`src/sv/nfz_pkg.sv`:
```
`timescale 1ns / 1ps
`default_nettype none
// ----------------------------------------------------------------------------
// nfz_pkg: shared types and codes for the no-fly zone path check
// Verdict codes, register indexes and the per-item control struct that
// travels down the pipeline next to the arithmetic.
// ----------------------------------------------------------------------------
package nfz_pkg;

	// configuration register indexes
	localparam int CFG_IDX_W = 3;
	localparam logic [CFG_IDX_W-1:0] REG_LAT_A  = 3'd0;
	localparam logic [CFG_IDX_W-1:0] REG_LON_A  = 3'd1;
	localparam logic [CFG_IDX_W-1:0] REG_LAT_B  = 3'd2;
	localparam logic [CFG_IDX_W-1:0] REG_LON_B  = 3'd3;
	localparam logic [CFG_IDX_W-1:0] REG_ENABLE = 3'd4;

	// verdict codes
	localparam int VERDICT_W = 3;
	localparam logic [VERDICT_W-1:0] VERDICT_SKIP  = 3'd0;
	localparam logic [VERDICT_W-1:0] VERDICT_SRC   = 3'd1;
	localparam logic [VERDICT_W-1:0] VERDICT_DST   = 3'd2;
	localparam logic [VERDICT_W-1:0] VERDICT_CROSS = 3'd3;
	localparam logic [VERDICT_W-1:0] VERDICT_CLEAR = 3'd4;

	localparam int NUM_SIDES = 4;

	// per-item decisions made up front; side_hit[i] is the zone-edge half of
	// the crossing test for edge i (path endpoints strictly on both sides)
	typedef struct packed {
		logic                 skip;
		logic                 src_in;
		logic                 dst_in;
		logic [NUM_SIDES-1:0] side_hit;
	} nfz_ctl_t;

endpackage
`default_nettype wire

```
`src/sv/nfz_decide.sv`:
```
`timescale 1ns / 1ps
`default_nettype none
// ----------------------------------------------------------------------------
// nfz_decide: third pipeline stage and verdict select
// Forms the corner cross products, registers their signs, then combines the
// sign changes with the edge side tests into the verdict.
// ----------------------------------------------------------------------------
module nfz_decide #(
	parameter int COORD_BITS = 32
) (
	input  wire                          clk,
	input  wire                          arst_n,
	input  wire                          ld,
	input  wire                          v_in,
	input  nfz_pkg::nfz_ctl_t            ctl_in,
	input  wire signed [2*COORD_BITS:0]  m0,
	input  wire signed [2*COORD_BITS:0]  m1,
	input  wire signed [2*COORD_BITS:0]  m2,
	input  wire signed [2*COORD_BITS:0]  m3,
	output logic                         v_s3,
	output logic [nfz_pkg::VERDICT_W-1:0] verdict_d
);
	import nfz_pkg::*;

	localparam int CRS_W = 2 * COORD_BITS + 2;

	logic signed [CRS_W-1:0] crs [NUM_SIDES];
	logic [NUM_SIDES-1:0]    pos_d, neg_d;
	logic [NUM_SIDES-1:0]    pos_s3, neg_s3;
	nfz_ctl_t                ctl_s3;
	logic [NUM_SIDES-1:0]    flip;
	logic                    crossed;

	// corner k cross path: px*(cy_k - slat) - py*(cx_k - slon)
	assign crs[0] = CRS_W'(m0) - CRS_W'(m2);
	assign crs[1] = CRS_W'(m0) - CRS_W'(m3);
	assign crs[2] = CRS_W'(m1) - CRS_W'(m3);
	assign crs[3] = CRS_W'(m1) - CRS_W'(m2);

	always_comb begin
		for (int k = 0; k < NUM_SIDES; k++) begin
			neg_d[k] = crs[k][CRS_W-1];
			pos_d[k] = !crs[k][CRS_W-1] && (crs[k] != '0);
		end
	end

	always_ff @(posedge clk or negedge arst_n) begin
		if (!arst_n) begin
			v_s3 <= 1'b0;
		end else if (ld) begin
			v_s3 <= v_in;
		end
	end

	always_ff @(posedge clk) begin
		if (ld) begin
			ctl_s3 <= ctl_in;
			pos_s3 <= pos_d;
			neg_s3 <= neg_d;
		end
	end

	// edge i runs from corner i to corner i+1 (mod 4)
	always_comb begin
		for (int i = 0; i < NUM_SIDES; i++) begin
			flip[i] = (pos_s3[i] && neg_s3[(i + 1) % NUM_SIDES]) ||
				(neg_s3[i] && pos_s3[(i + 1) % NUM_SIDES]);
		end
	end

	assign crossed = |(flip & ctl_s3.side_hit);

	always_comb begin
		if (ctl_s3.skip) begin
			verdict_d = VERDICT_SKIP;
		end else if (ctl_s3.src_in) begin
			verdict_d = VERDICT_SRC;
		end else if (ctl_s3.dst_in) begin
			verdict_d = VERDICT_DST;
		end else if (crossed) begin
			verdict_d = VERDICT_CROSS;
		end else begin
			verdict_d = VERDICT_CLEAR;
		end
	end

endmodule
`default_nettype wire

```
`config.mk`:
```
export PLATFORM = sky130hd
export DESIGN_NAME = nfz_decide
export DESIGN_NICKNAME = d
export VERILOG_FILES = /design/src/sv/nfz_pkg.sv /design/src/sv/nfz_decide.sv
export SDC_FILE = /design/constraint.sdc
export NUM_CORES = 1
export LEC_CHECK = 0
export ABC_CLOCK_PERIOD_IN_PS = 2910
export BUFFER_PORTS_ARGS = -buffer_cell sky130_fd_sc_hd__clkbuf_2
export CAP_MARGIN = 25
export CORE_MARGIN = 2
export CORE_UTILIZATION = 60
export DETAILED_ROUTE_END_ITERATION = 10
export PLACE_DENSITY = 0.83
export SLEW_MARGIN = 10
export SYNTH_ARGS = -nofsm -noshare
export SYNTH_HDL_FRONTEND = slang
export SYNTH_SLANG_ARGS = --single-unit
```
`constraint.sdc`:
```
create_clock -name clk -period 2.91 [get_ports clk]
set_input_delay 0.291 -clock clk [delete_from_list [all_inputs] [get_ports clk]]
set_output_delay 0.291 -clock clk [all_outputs]
set_load 0.01 [all_outputs]
```
==> results of run 1 <==
[logic make-up after synthesis]
kind of cell,after synthesis,share of synthesized area
muxes,40,0.0222
adders and majority gates,264,0.179
DFF,16,0.0255
buffers and inverters,353,0.0756
AOI/OAI and AO/OA,1067,0.374
and+or+nand+nor,979,0.258
xor gates and xnor gates,141,0.0661
[metrics by stage]
| stage | setup slack (ps) | hold slack [ps] | area, um^2 | cells | TNS (ps) |
|---|---|---|---|---|---|
| after floorplan | -850 | -4.59 | 19300 | 2860 | -2870 |
| after global placement | -2130 | 71.5 | 29700 | 4623 | -9150 |
==> out/summary.txt, run 1 <==
Final HPWL DP: 115000 um
#FFs+latches synth: 16
gpl congestion: 1.27
I/O pin cnt: 275
most common cell in the netlist: a21oi_1
Synth Net Count: 3395
top cell type's share of synthesized area: 0.174
Post-synth top cells: a21oi_1 (329), nand2_1 (293), ha_1 (260)
outcome: did not finish
First Err: [ERROR DPL-0033] detailed placement checks failed during check placement.
Avg Cell Area, Syn: 6.53 um^2
number of synthesized flops with an enable pin: 15
last flow stage reached: detailed placement
Die X: 180 um
Post-Synthesis Cells: 2860
site row count: 64
Synth Warn #: 0
sequential-to-total area share from yosys stat: 0.0255
input/output buffers: 274
Starting Density: 0.610
ys flop type: edfxtp_1
height of the die: 180 um
synthesized area: 0.0187 mm^2
Yosys top cell by area: ha_1
asr flop ratio synth: 0.0625
Yosys cell types: 94
top post-synthesis cells by area: ha_1 (17%), a21oi_1 (8.8%), nand2_1 (5.9%), o21ai_0 (4.7%), a21o_1 (4.5%)
==> inputs of run 2 (changes only) <==
--- a/config.mk
+++ b/config.mk
@@ -9,9 +9,9 @@
 export BUFFER_PORTS_ARGS = -buffer_cell sky130_fd_sc_hd__clkbuf_2
 export CAP_MARGIN = 25
 export CORE_MARGIN = 2
-export CORE_UTILIZATION = 60
+export CORE_UTILIZATION = 40
 export DETAILED_ROUTE_END_ITERATION = 10
-export PLACE_DENSITY = 0.83
+export PLACE_DENSITY_LB_ADDON = 0.15
 export SLEW_MARGIN = 10
 export SYNTH_ARGS = -nofsm -noshare
 export SYNTH_HDL_FRONTEND = slang
==> run 2 against run 1 <==
The flow now finishes, with violations (negative setup slack). Area after synthesis stayed put. Synthesized cell count is the same.
==> out/summary.txt, run 2 <==
outcome: finished, violations left
failing checks: negative setup slack
drt total wl: 113000 um
root buffer cell: clkbuf_16
slowest stage delay, CP: 530 ps
First-pass DRT Iterations: 8
biggest regs: ctl_s3 (7), neg_s3 (4), pos_s3 (4)
Post-Place Cell Area: 0.0309 mm^2
initial antenna violation count: 9
number of global-route vias before repair: 28300
Max clock buf depth: 2
DP Worst Slack: -1920 ps
vias post-DR: 29700
Residual DRC: 0
Avg Cell Area, Syn: 6.53 um^2 (unchanged)
WL per Instance: 22.7 um
RSZ-0062 raised after global routing: true
nature of the critical path startpoint: primary input
critical path class: primary input to flip-flop
most common cell in the netlist: a21oi_1
Int Pwr: 4.24 mW
PD cells: 262 mW/mm^2
Crit path arrival time: 4290 ps
site row count: 79 (+23%)
Starting Density: 0.403 (-0.208)
final instance area: 0.0326 mm^2
sequential-to-total area share from yosys stat: 0.0255 (unchanged)
Critical Path End Type: flip-flop
top cell type's share of synthesized area: 0.174 (unchanged)
clock share of power: 0.034
R2R depth: 1
H-tree depth: 1
clk slew on worst S/H paths: 60 ps
Tot Pwr: 8.54 mW
Global Route Usage Sum: 0.440
height of the die: 220 um (+22%)
max-cap violation count: 0
worst slew pin tran: 1330 ps
crit share post-route: 1.48
top post-synthesis cells by area: ha_1 (17%), a21oi_1 (8.8%), nand2_1 (5.9%), o21ai_0 (4.7%), a21o_1 (4.5%)
flip-flop count of the largest register after layout: 7
core area: 0.0464 mm^2
Sink Count: 16
most frequent cells in the layout: buf_4 (1329), nand2_1 (286), a21oi_1 (286), clkbuf_2 (265), nor2_1 (203)
Post-DRT Antenna Nets: 0
Max Freq: 232 MHz
Switch Pwr: 4.30 mW
worst path required time: 2890 ps
CTS tree: yes
Cell Chain, Critical Path: buf_4, buf_4, ha_1, inv_1, fa_2, a211oi_2, o21ai_2, a311o_1, nor2_2, o21ai_1, mux2i_1, or4_1, nor4_1, nand4_1, a2111oi_4, nand4_1, nor4_2, a21oi_1
ys flop type: edfxtp_1
Top reg by flops: ctl_s3
Synth Net Count: 3395 (unchanged)
Final HPWL DP: 96700 um (-16%)
asr flop ratio synth: 0.0625 (unchanged)
reg2reg end: v_s3
vias per inst: 5.98
Net Sw Frac: 0.503
slowest stage cell, crit path: or4_1
Crit Path Max Fanout: 4
DR iter-0 viols: 3255
number of buffers created by CTS: 3
crit path from: m3[0]
PnR worst setup slack: -1400 ps
clk_lat worst skew: 260 ps
synthesized area: 0.0187 mm^2 (unchanged)
gpl congestion: 1.12 (-12%)
final hold violations: 0
combinational share of power: 0.931
commonest non-fill, non-tap cell in the layout: buf_4
static leakage: 16.0 nW
part of the power in registers: 0.035
I/O pin cnt: 275 (unchanged)
r2r setup slk: 2150 ps
layout cell share with drive strength beyond 1: 0.452
Post-Synthesis Cells: 2860 (unchanged)
worst flop-to-flop path startpoint: v_s3
Tmin final: 4310 ps
largest net degree at the start of global routing: 17
input/output buffers: 274 (unchanged)
first-pass GRT wire length: 162000 um
Worst slew margin: 0.106
die area: 0.0484 mm^2
Final Max Tran Viols: 0
#FFs+latches synth: 16 (unchanged)
Yosys top cell by area: ha_1
number of synthesized flops with an enable pin: 15 (unchanged)
Critical Path Sink: pos_s3[1]
Post-synth top cells: a21oi_1 (329), nand2_1 (293), ha_1 (260)
nets: 4892
Yosys cell types: 94 (unchanged)
worst hold path type: primary input to flip-flop
Layout area overhead: 74.7%
clk_skew: 0 ps
Overflow after GRT: 0
VDD IR-drop max: 409 uV
Die X: 220 um (+22%)
final setup vio count: 8
Synth Warn #: 0 (unchanged)
-- run 2: critical path: cells and delay by family --
| kind | cells | cell delay [ps] |
|---|---|---|
| buffers and inverters | 3 | 290 |
| AO/OA/AOI/OAI | 6 | 1560 |
| AND/OR/NAND/NOR | 6 | 1460 |
| adder cells (fa/ha/maj) | 2 | 530 |
| multiplexers | 1 | 140 |
-- run 2: worst min path at each step --
stage / from / end / cells after the start
CTS: ctl_in[6] / ctl_s3[6] / 1
floorplan: arst_n / v_s3 / 0
detailed placement: arst_n / v_s3 / 1
finish: ctl_in[6] / ctl_s3[6] / 1
global route: ctl_in[6] / ctl_s3[6] / 1
global placement: arst_n / v_s3 / 1
-- run 2: final cells by class --
class / instances / area (um^2)
Clock inverter: 1 / 3.75
Multi-Input combinational cell: 2491 / 18700
Clock buffer: 3 / 75.1
Inverter: 219 / 858
Fill cell: 3998 / 13700
Tap cell: 607 / 759
Sequential cell: 16 / 475
Antenna cell: 2 / 5.00
Timing Repair Buffer: 1626 / 11800
-- run 2: power by group through the flow --
stage	combinational [mW]	clock, mW	sequential, mW
floorplan	3.45	0	0.294
global placement	7.08	0	0.300
detailed placement	7.18	0	0.300
CTS	7.49	0.291	0.296
global route	8.38	0.303	0.301
finish	7.95	0.293	0.299
-- run 2: routing by layer --
layer,vias to the layer above,share of wire,track usage
met5,-,0.00070,0
met2,1814,0.42,0.690
met1,13800,0.40,0.556
met3,385,0.10,0.0824
li1,13700,-,-
met4,12,0.075,0.266
-- run 2: what timing repair did --
item | CTS | global route
setup buffers | 21 | 3
pin swaps | 63 | 58
resized for setup | 165 | 130
hold buffers | 1 | 0
hold endpoints to repair | 1 | 0
setup endpoints to repair | 8 | 8
-- run 2: stage by stage --
step	instances	hold slack (ps)	TNS, ps	utilization
global route	4963	203	-7750	0.703
detailed placement	4938	69.8	-10670	0.666
global placement	4938	66.5	-10250	0.666
CTS	4961	207	-6310	0.690
finish	4965	206	-6870	0.704
floorplan	2860	-4.59	-2870	-
-- run 2: logic make-up (layout without fill, tap and decap cells) --
group / count (synthesis) / in the layout / synth area share
AND/OR/NAND/NOR: 979 / 979 / 0.258
AO/OA/AOI/OAI: 1067 / 1067 / 0.374
adder cells (fa/ha/maj): 264 / 264 / 0.179
flip-flops: 16 / 16 / 0.0255
buffers and inverters: 353 / 1849 / 0.0756
XOR/XNOR: 141 / 141 / 0.0661
multiplexers: 40 / 40 / 0.0222
other: 0 / 2 / 0
No activity file was read; power rests on OpenSTA's default activity.
