**config.mk**
```make
export PLATFORM = sky130hd
export DESIGN_NAME = nfz_prep
export DESIGN_NICKNAME = d
export VERILOG_FILES = /design/src/sv/nfz_pkg.sv /design/src/sv/nfz_prep.sv
export SDC_FILE = /design/constraint.sdc
export NUM_CORES = 1
export LEC_CHECK = 0
export ABC_AREA = 1
export BUFFER_PORTS_ARGS = -buffer_cell sky130_fd_sc_hd__buf_2
export CAP_MARGIN = 25
export CORE_ASPECT_RATIO = 1.1
export CORE_MARGIN = 8
export CORE_UTILIZATION = 32
export DETAILED_ROUTE_END_ITERATION = 12
export MAX_ROUTING_LAYER = met4
export PLACE_DENSITY_LB_ADDON = 0.15
export REMOVE_ABC_BUFFERS = 1
export SYNTH_ARGS = -nofsm -noshare
export SYNTH_HDL_FRONTEND = slang
export SYNTH_SLANG_ARGS = --single-unit
```
**constraint.sdc**
```tcl
create_clock -name clk -period 1.9 [get_ports clk]
set_input_delay 0.285 -clock clk [delete_from_list [all_inputs] [get_ports clk]]
set_output_delay 0.285 -clock clk [all_outputs]
set_load 0.02 [all_outputs]
```
**src/sv/nfz_pkg.sv**
```systemverilog
`timescale 1ns / 1ps
`default_nettype none
// ----------------------------------------------------------------------------
// nfz_pkg: shared types and codes for the no-fly zone path check
// Verdict codes, register indexes and the per-item control struct that
// travels down the pipeline next to the arithmetic.
// ----------------------------------------------------------------------------
package nfz_pkg;

	// configuration register indexes
	localparam int CFG_IDX_W = 3;
	localparam logic [CFG_IDX_W-1:0] REG_LAT_A  = 3'd0;
	localparam logic [CFG_IDX_W-1:0] REG_LON_A  = 3'd1;
	localparam logic [CFG_IDX_W-1:0] REG_LAT_B  = 3'd2;
	localparam logic [CFG_IDX_W-1:0] REG_LON_B  = 3'd3;
	localparam logic [CFG_IDX_W-1:0] REG_ENABLE = 3'd4;

	// verdict codes
	localparam int VERDICT_W = 3;
	localparam logic [VERDICT_W-1:0] VERDICT_SKIP  = 3'd0;
	localparam logic [VERDICT_W-1:0] VERDICT_SRC   = 3'd1;
	localparam logic [VERDICT_W-1:0] VERDICT_DST   = 3'd2;
	localparam logic [VERDICT_W-1:0] VERDICT_CROSS = 3'd3;
	localparam logic [VERDICT_W-1:0] VERDICT_CLEAR = 3'd4;

	localparam int NUM_SIDES = 4;

	// per-item decisions made up front; side_hit[i] is the zone-edge half of
	// the crossing test for edge i (path endpoints strictly on both sides)
	typedef struct packed {
		logic                 skip;
		logic                 src_in;
		logic                 dst_in;
		logic [NUM_SIDES-1:0] side_hit;
	} nfz_ctl_t;

endpackage
`default_nettype wire

```
**src/sv/nfz_prep.sv**
```systemverilog
`timescale 1ns / 1ps
`default_nettype none
// ----------------------------------------------------------------------------
// nfz_prep: first pipeline stage
// Point-in-zone tests, zone-edge side tests and the coordinate differences
// that feed the cross-product multipliers.
// ----------------------------------------------------------------------------
module nfz_prep #(
	parameter int COORD_BITS = 32
) (
	input  wire                         clk,
	input  wire                         arst_n,
	input  wire                         ld,
	input  wire                         v_in,
	input  wire signed [COORD_BITS-2:0] src_lat,
	input  wire signed [COORD_BITS-1:0] src_lon,
	input  wire signed [COORD_BITS-2:0] dst_lat,
	input  wire signed [COORD_BITS-1:0] dst_lon,
	input  wire                         coords_wgs84,
	input  wire signed [COORD_BITS-2:0] lat_a,
	input  wire signed [COORD_BITS-1:0] lon_a,
	input  wire signed [COORD_BITS-2:0] lat_b,
	input  wire signed [COORD_BITS-1:0] lon_b,
	input  wire                         enabled,
	output logic                        v_s1,
	output nfz_pkg::nfz_ctl_t           ctl_s1,
	output logic signed [COORD_BITS:0]  px_s1,
	output logic signed [COORD_BITS-1:0] py_s1,
	output logic signed [COORD_BITS-1:0] dla_s1,
	output logic signed [COORD_BITS-1:0] dlb_s1,
	output logic signed [COORD_BITS:0]  doa_s1,
	output logic signed [COORD_BITS:0]  dob_s1
);
	import nfz_pkg::*;

	localparam int DIFF_W = COORD_BITS + 1;

	logic signed [COORD_BITS:0]   px_d, doa_d, dob_d;
	logic signed [COORD_BITS-1:0] py_d, dla_d, dlb_d;
	nfz_ctl_t                     ctl_d;

	// path vector and corner offsets from the source
	assign px_d  = DIFF_W'(dst_lon) - DIFF_W'(src_lon);
	assign py_d  = COORD_BITS'(dst_lat) - COORD_BITS'(src_lat);
	assign dla_d = COORD_BITS'(lat_a) - COORD_BITS'(src_lat);
	assign dlb_d = COORD_BITS'(lat_b) - COORD_BITS'(src_lat);
	assign doa_d = DIFF_W'(lon_a) - DIFF_W'(src_lon);
	assign dob_d = DIFF_W'(lon_b) - DIFF_W'(src_lon);

	always_comb begin
		ctl_d.skip   = !enabled || !coords_wgs84;
		ctl_d.src_in = ((src_lat < lat_a) != (src_lat < lat_b)) &&
			((src_lon < lon_a) != (src_lon < lon_b));
		ctl_d.dst_in = ((dst_lat < lat_a) != (dst_lat < lat_b)) &&
			((dst_lon < lon_a) != (dst_lon < lon_b));
		// axis-aligned edges: endpoints strictly on opposite sides of the line
		ctl_d.side_hit[0] = (lon_b != lon_a) &&
			(((src_lat < lat_a) && (dst_lat > lat_a)) ||
			((src_lat > lat_a) && (dst_lat < lat_a)));
		ctl_d.side_hit[1] = (lat_b != lat_a) &&
			(((src_lon < lon_b) && (dst_lon > lon_b)) ||
			((src_lon > lon_b) && (dst_lon < lon_b)));
		ctl_d.side_hit[2] = (lon_b != lon_a) &&
			(((src_lat < lat_b) && (dst_lat > lat_b)) ||
			((src_lat > lat_b) && (dst_lat < lat_b)));
		ctl_d.side_hit[3] = (lat_b != lat_a) &&
			(((src_lon < lon_a) && (dst_lon > lon_a)) ||
			((src_lon > lon_a) && (dst_lon < lon_a)));
	end

	always_ff @(posedge clk or negedge arst_n) begin
		if (!arst_n) begin
			v_s1 <= 1'b0;
		end else if (ld) begin
			v_s1 <= v_in;
		end
	end

	always_ff @(posedge clk) begin
		if (ld) begin
			ctl_s1 <= ctl_d;
			px_s1  <= px_d;
			py_s1  <= py_d;
			dla_s1 <= dla_d;
			dlb_s1 <= dlb_d;
			doa_s1 <= doa_d;
			dob_s1 <= dob_d;
		end
	end

endmodule
`default_nettype wire

```
* Word level (Yosys, flattened, before mapping)
Cells that the tools add are included.
W data, S select, Z words.
** Cells by class
- Bitwise operators :: 0
- Add/subtract/negate cells :: 6
- Reduce and logical (&&, ||, !) cells :: 21
- Shift-type cells :: 0
- Divide/modulo/power cells :: 0
- Multiplexer cells :: 0
- Eq/ne operators :: 6
- Multipliers :: 0
- $lt $le $gt $ge :: 16
** Operators with widths (count)
- $gt A32 B32 Y1 :: 4
- $lt A32 B32 Y1 :: 4
- $gt A31 B31 Y1 :: 4
- $lt A31 B31 Y1 :: 4
- $sub A32 B32 Y33 :: 3
- $sub A31 B31 Y32 :: 3
- $ne A32 B32 Y1 :: 1
- $ne A31 B31 Y1 :: 1
- $logic_and A1 B1 Y1 :: 14
- $logic_or A1 B1 Y1 :: 5
- $ne A1 B1 Y1 :: 4
- $logic_not A1 Y1 :: 2
** Storage, ports and cells
- Bits in read-only memories :: 0
- Latch bits :: 0
- Register bits :: 203
- Memories kept :: 0
- Word-level logic and storage cells :: 60
- Output and inout bits :: 203
- Bits of input ports :: 258
- RAM bits :: 0

* Logic depth before layout (Yosys ltp)
- Depth after elaboration :: 4
- Mapped depth :: 19
- Depth with buffers taken out :: 19

* Worst setup path before layout
Ideal clock, no wire load.
- Kind :: input-to-reg
- From :: input port lat_b[0]
- To :: register dlb_s1[30] (data pin)
- Setup time :: 252 ps
- Arrival :: 1881 ps
- Stages on the path :: 15
- Buffers on the path :: 0
- Required time :: 1648 ps
- Setup slack :: -234 ps
- Cell sequence :: inv_1 ha_1 fa_1 inv_1 nand2_1 nand2_1 and2_4 nand2_1 nand3_2 nand2_1 nand2_1 a21o_1 nand3_1 nand3_1 nand2_1
** On the way
- Longest elaborated chain between the ends :: 1
** Ends and longest elaborated chain
- from (decl) :: line nfz_prep.sv:22 : input wire signed [COORD_BITS-2:0] lat_b,
- $sub A31 B31 Y32 :: line nfz_prep.sv:46 : assign dlb_d = COORD_BITS'(lat_b) - COORD_BITS'(src_lat);
- via dlb_d[30] :: line nfz_prep.sv:39 : logic signed [COORD_BITS-1:0] py_d, dla_d, dlb_d;
- to (signal assigned) :: line nfz_prep.sv:85 : dlb_s1 <= dlb_d;
- to (decl) :: line nfz_prep.sv:30 : output logic signed [COORD_BITS-1:0] dlb_s1,
The timed path passes the listed nets, and every way through them passes these cells.
A chain may end at the register's enable or synchronous reset.

* Final worst setup path
- From :: input port src_lon[8]
- To :: register doa_s1[21] (data pin)
** On the way
- Longest elaborated chain between the ends :: 1
** Ends and longest elaborated chain
- from (decl) :: line nfz_prep.sv:16 : input wire signed [COORD_BITS-1:0] src_lon,
- $sub A32 B32 Y33 :: line nfz_prep.sv:47 : assign doa_d = DIFF_W'(lon_a) - DIFF_W'(src_lon);
- via doa_d[21] :: line nfz_prep.sv:38 : logic signed [COORD_BITS:0] px_d, doa_d, dob_d;
- to (signal assigned) :: line nfz_prep.sv:86 : doa_s1 <= doa_d;
- to (decl) :: line nfz_prep.sv:31 : output logic signed [COORD_BITS:0] doa_s1,
The timed path passes the listed nets, and every way through them passes these cells.

==> flow_summary.yaml <==
run_status:
  run_status: "completed"
layout:
  drive_gt1_frac: 0.374
  post-route-util: 0.504
  syn_to_final_growth_pct: 55.9
  layoutNonFillerInstCount: 5267
  num-nets-final: 4960
clock_network:
  cts_tree: "done"
  root_buffer: "clkbuf_16"
  cts.sinks: 203
  clock_path_buffers: 3
  cts_max_level: 1
  clk_latency_ps: 590
  numCtsBuffers: 27
  clk_pin_slew_ps: 70
worst_setup_path:
  required_ps: 2250
  critPathArrivalTime_ps: 2220
  end_kind: "flip-flop"
  r2r_slack_ps: 1160
  cp-start-kind: "primary input"
  ff2ff_path_depth: 1
  rr_endpoint: "v_s1"
  cp_max_fo: 3
  rr_startpoint: "v_s1"
  criticalPathCategory: "in -> reg"
route:
  viasPerCell: 4.70
  wl_per_cell_um: 19.3
  wirelength_um: 101000
  dr.pass1.iters: 7
  via_count: 24763
  antenna_left: 0
  drt_iter0_markers: 1132
  route.detailed.drc: 0
power_and_ir_drop:
  pwr-share-seq: 0.279
  ir_worst_vdd_v: 0.000660
  p_comb_frac: 0.464
  clkPwrFrac: 0.256
  swShare: 0.377
  power_leakage_nw: 18.1
  fin_total_pwr_mw: 22.4
  power.density_nw_per_um2: 659
  p_int_mw: 14.0
  netSwitchingPower_mw: 8.44
grt:
  track_usage: 0.260
  grtUsageMet2: 0.498
  grt_max_degree: 58
  grt-ovfl-total: 0
  antenna_found_initial: 4
  met3_usage: 0.0271
  busiest_layer: "met2"
  use_met1: 0.270
  grt_pass1_wl_um: 149000
  grt_pass1_vias: 26035
min_path:
  holdPathStages: 1
  hold_path_startpoint: "ld"
  hp-class: "in -> reg"
  min_delay_worst_endpoint: "dlb_s1[24]"
floorplanning:
  die-area_um2: 76800
  boundaryPins: 461
  die_w_um: 265
  num_rows: 100
  die_h_um: 290
  start_util: 0.323
  core_area_um2: 67600
logic_synthesis:
  ys_seq_area_frac: 0.279
  async_flop_share: 0.00493
  synth_seq_cells: 203
  synth_edf_count: 202
  netlist_area_um2: 21800
  synth_cells: 2932
  synthFlopType: "edfxtp_1"
  ys_warn_count: 0
  synth.distinct_cells: 50
  syn_area_per_cell_um2: 7.44
job:
  drv_cap: 0
timing:
  setup_viol: 0
  skew_ps: 0
  drv_slew: 0
  max_slew_margin: 0.626
  setup_tns_ps: 0
  worstMarginPinSlew_ps: 556
  hold_violations: 0
  period_needed_ps: 1870
  clock.fmax_mhz: 535
  hold_slack_ps: 55.7
  period_share: 0.984
place:
  hpwlAfterDp_um: 89800
  portBuffers: 460
  place_congestion: 1.02
  placedCellCount: 5202
==> critical path, cell delays in order <==
cell and delay (ps):
buf_2 110, inv_1 100, ha_1 350, nand2_1 140, inv_1 50, a21oi_1 180, nand3_2 130, buf_4 160
a21oi_1 220, o21ai_0 140, xor2_1 330
==> per-stage QoR <==
step	setup slack, ps	instance area [um^2]
2_1_floorplan	-234	21800
3_3_place_gp	-982	32400
3_5_place_dp	-990	32400
4_1_cts	-10.9	33500
5_1_grt	-34.4	34000
6_report	30.3	34000
==> what timing repair did <==
| action | in CTS | in global routing |
|---|---|---|
| resized for setup | 3 | 140 |
| endpoints found under the setup margin | 3 | 66 |
| endpoints found under the hold margin | 3 | 0 |
| hold buffers | 5 | 0 |
| setup buffers | 2 | 6 |
| pin swaps | 3 | 25 |
==> final cells by class <==
cell class / instances / area (um^2)
Fill cell: 6890 / 33500
Multi-Input combinational cell: 2250 / 14400
Timing Repair Buffer: 1420 / 9650
Sequential cell: 203 / 6090
Inverter: 475 / 1780
Tap cell: 867 / 1080
Clock buffer: 29 / 683
Clock inverter: 21 / 292
Antenna cell: 2 / 5.00
==> worst max path at each step <==
stage	cells after the start	slack [ps]	start	to
after floorplan	15	-230	lat_b[0]	dlb_s1[30]
after global placement	13	-980	dst_lon[31]	ctl_s1[1]
after detailed placement	11	-990	dst_lon[31]	ctl_s1[1]
after CTS	14	-10	dst_lon[31]	ctl_s1[4]
after global routing	11	-30	src_lon[8]	doa_s1[21]
final	11	30	src_lon[8]	doa_s1[21]
==> Yosys cell counts, types with 2 or more instances <==
cell / number / area, um^2
and3_1: 3 / 18.8
a21boi_2: 4 / 45.0
and2_1: 2 / 12.5
a21o_1: 35 / 263
nand3_2: 4 / 40.0
nor2_2: 5 / 31.3
a21oi_2: 7 / 61.3
ha_1: 319 / 3990
o221ai_1: 2 / 17.5
clkbuf_2: 2 / 10.0
a21boi_1: 5 / 37.5
xor2_1: 123 / 1080
a21oi_1: 254 / 1270
nand3_1: 94 / 470
a21boi_0: 3 / 22.5
o21ai_0: 89 / 445
edfxtp_1: 202 / 6070
nor4_1: 11 / 68.8
o211ai_1: 9 / 67.6
nand3b_1: 4 / 30.0
nand4_1: 52 / 325
xnor2_1: 84 / 736
inv_1: 473 / 1780
nand3b_2: 2 / 22.5
a221oi_1: 13 / 114
nand2_1: 671 / 2520
nor3_1: 34 / 170
o21ai_1: 7 / 35.0
inv_2: 2 / 7.51
a211oi_1: 5 / 37.5
nand2_2: 16 / 100
fa_1: 6 / 120
o21ai_2: 18 / 158
a31oi_1: 21 / 131
o21a_1: 12 / 90.1
nor2_1: 304 / 1140
o21bai_1: 21 / 158
or2_0: 2 / 12.5
==> cell families (layout without fill, tap and decap cells) <==
logic type / after synthesis / after routing / share of synthesized area
flip-flops: 203 / 203 / 0.279
AO/OA/AOI/OAI: 508 / 508 / 0.137
AND/OR/NAND/NOR: 1209 / 1209 / 0.230
adder cells (fa/ha/maj): 325 / 325 / 0.188
multiplexers: 1 / 1 / 0.000516
other: 0 / 2 / 0
buffers and inverters: 479 / 1945 / 0.0826
XOR/XNOR: 207 / 207 / 0.0831
==> metal layers <==
layer / part of all wire / routed length [um]
met5: 0 / 0
met4: 0.047 / 4820
met3: 0.038 / 3860
met2: 0.53 / 53800
met1: 0.38 / 39000
==> registers in the layout, indices dropped and copies added (netlist names) <==
signal / cells
ctl_s1: 7
dla_s1: 32
dlb_s1: 32
doa_s1: 33
dob_s1: 33
px_s1: 33
py_s1: 32
v_s1: 1
==> cell usage in the layout, fill, tap and decap left out, types with 15 or more instances in the layout <==
master	Yosys	routed
buf_4	0	952
nand2_1	671	653
inv_1	473	460
buf_2	1	451
ha_1	319	300
nor2_1	304	290
a21oi_1	254	222
edfxtp_1	202	202
xor2_1	123	123
nand3_1	94	91
o21ai_0	89	84
xnor2_1	84	84
nand4_1	52	52
a21oi_2	7	39
a21o_1	35	34
nand2_2	16	33
nor3_1	34	33
clkbuf_16	0	27
o21bai_1	21	21
nor2_2	5	19
a31oi_1	21	18
o21ai_2	18	17
inv_2	2	15
==> power by group through the flow <==
| stage | logic, mW | clock network (mW) | registers (mW) |
|---|---|---|---|
| 6_report | 10.4 | 5.75 | 6.26 |
| 5_1_grt | 11.3 | 6.04 | 6.31 |
| 4_1_cts | 10.3 | 5.95 | 6.27 |
| 3_5_place_dp | 10.2 | 0 | 6.35 |
| 3_3_place_gp | 10.2 | 0 | 6.37 |
| 2_1_floorplan | 3.79 | 0 | 7.16 |
Power figures use the tool's default switching activity.
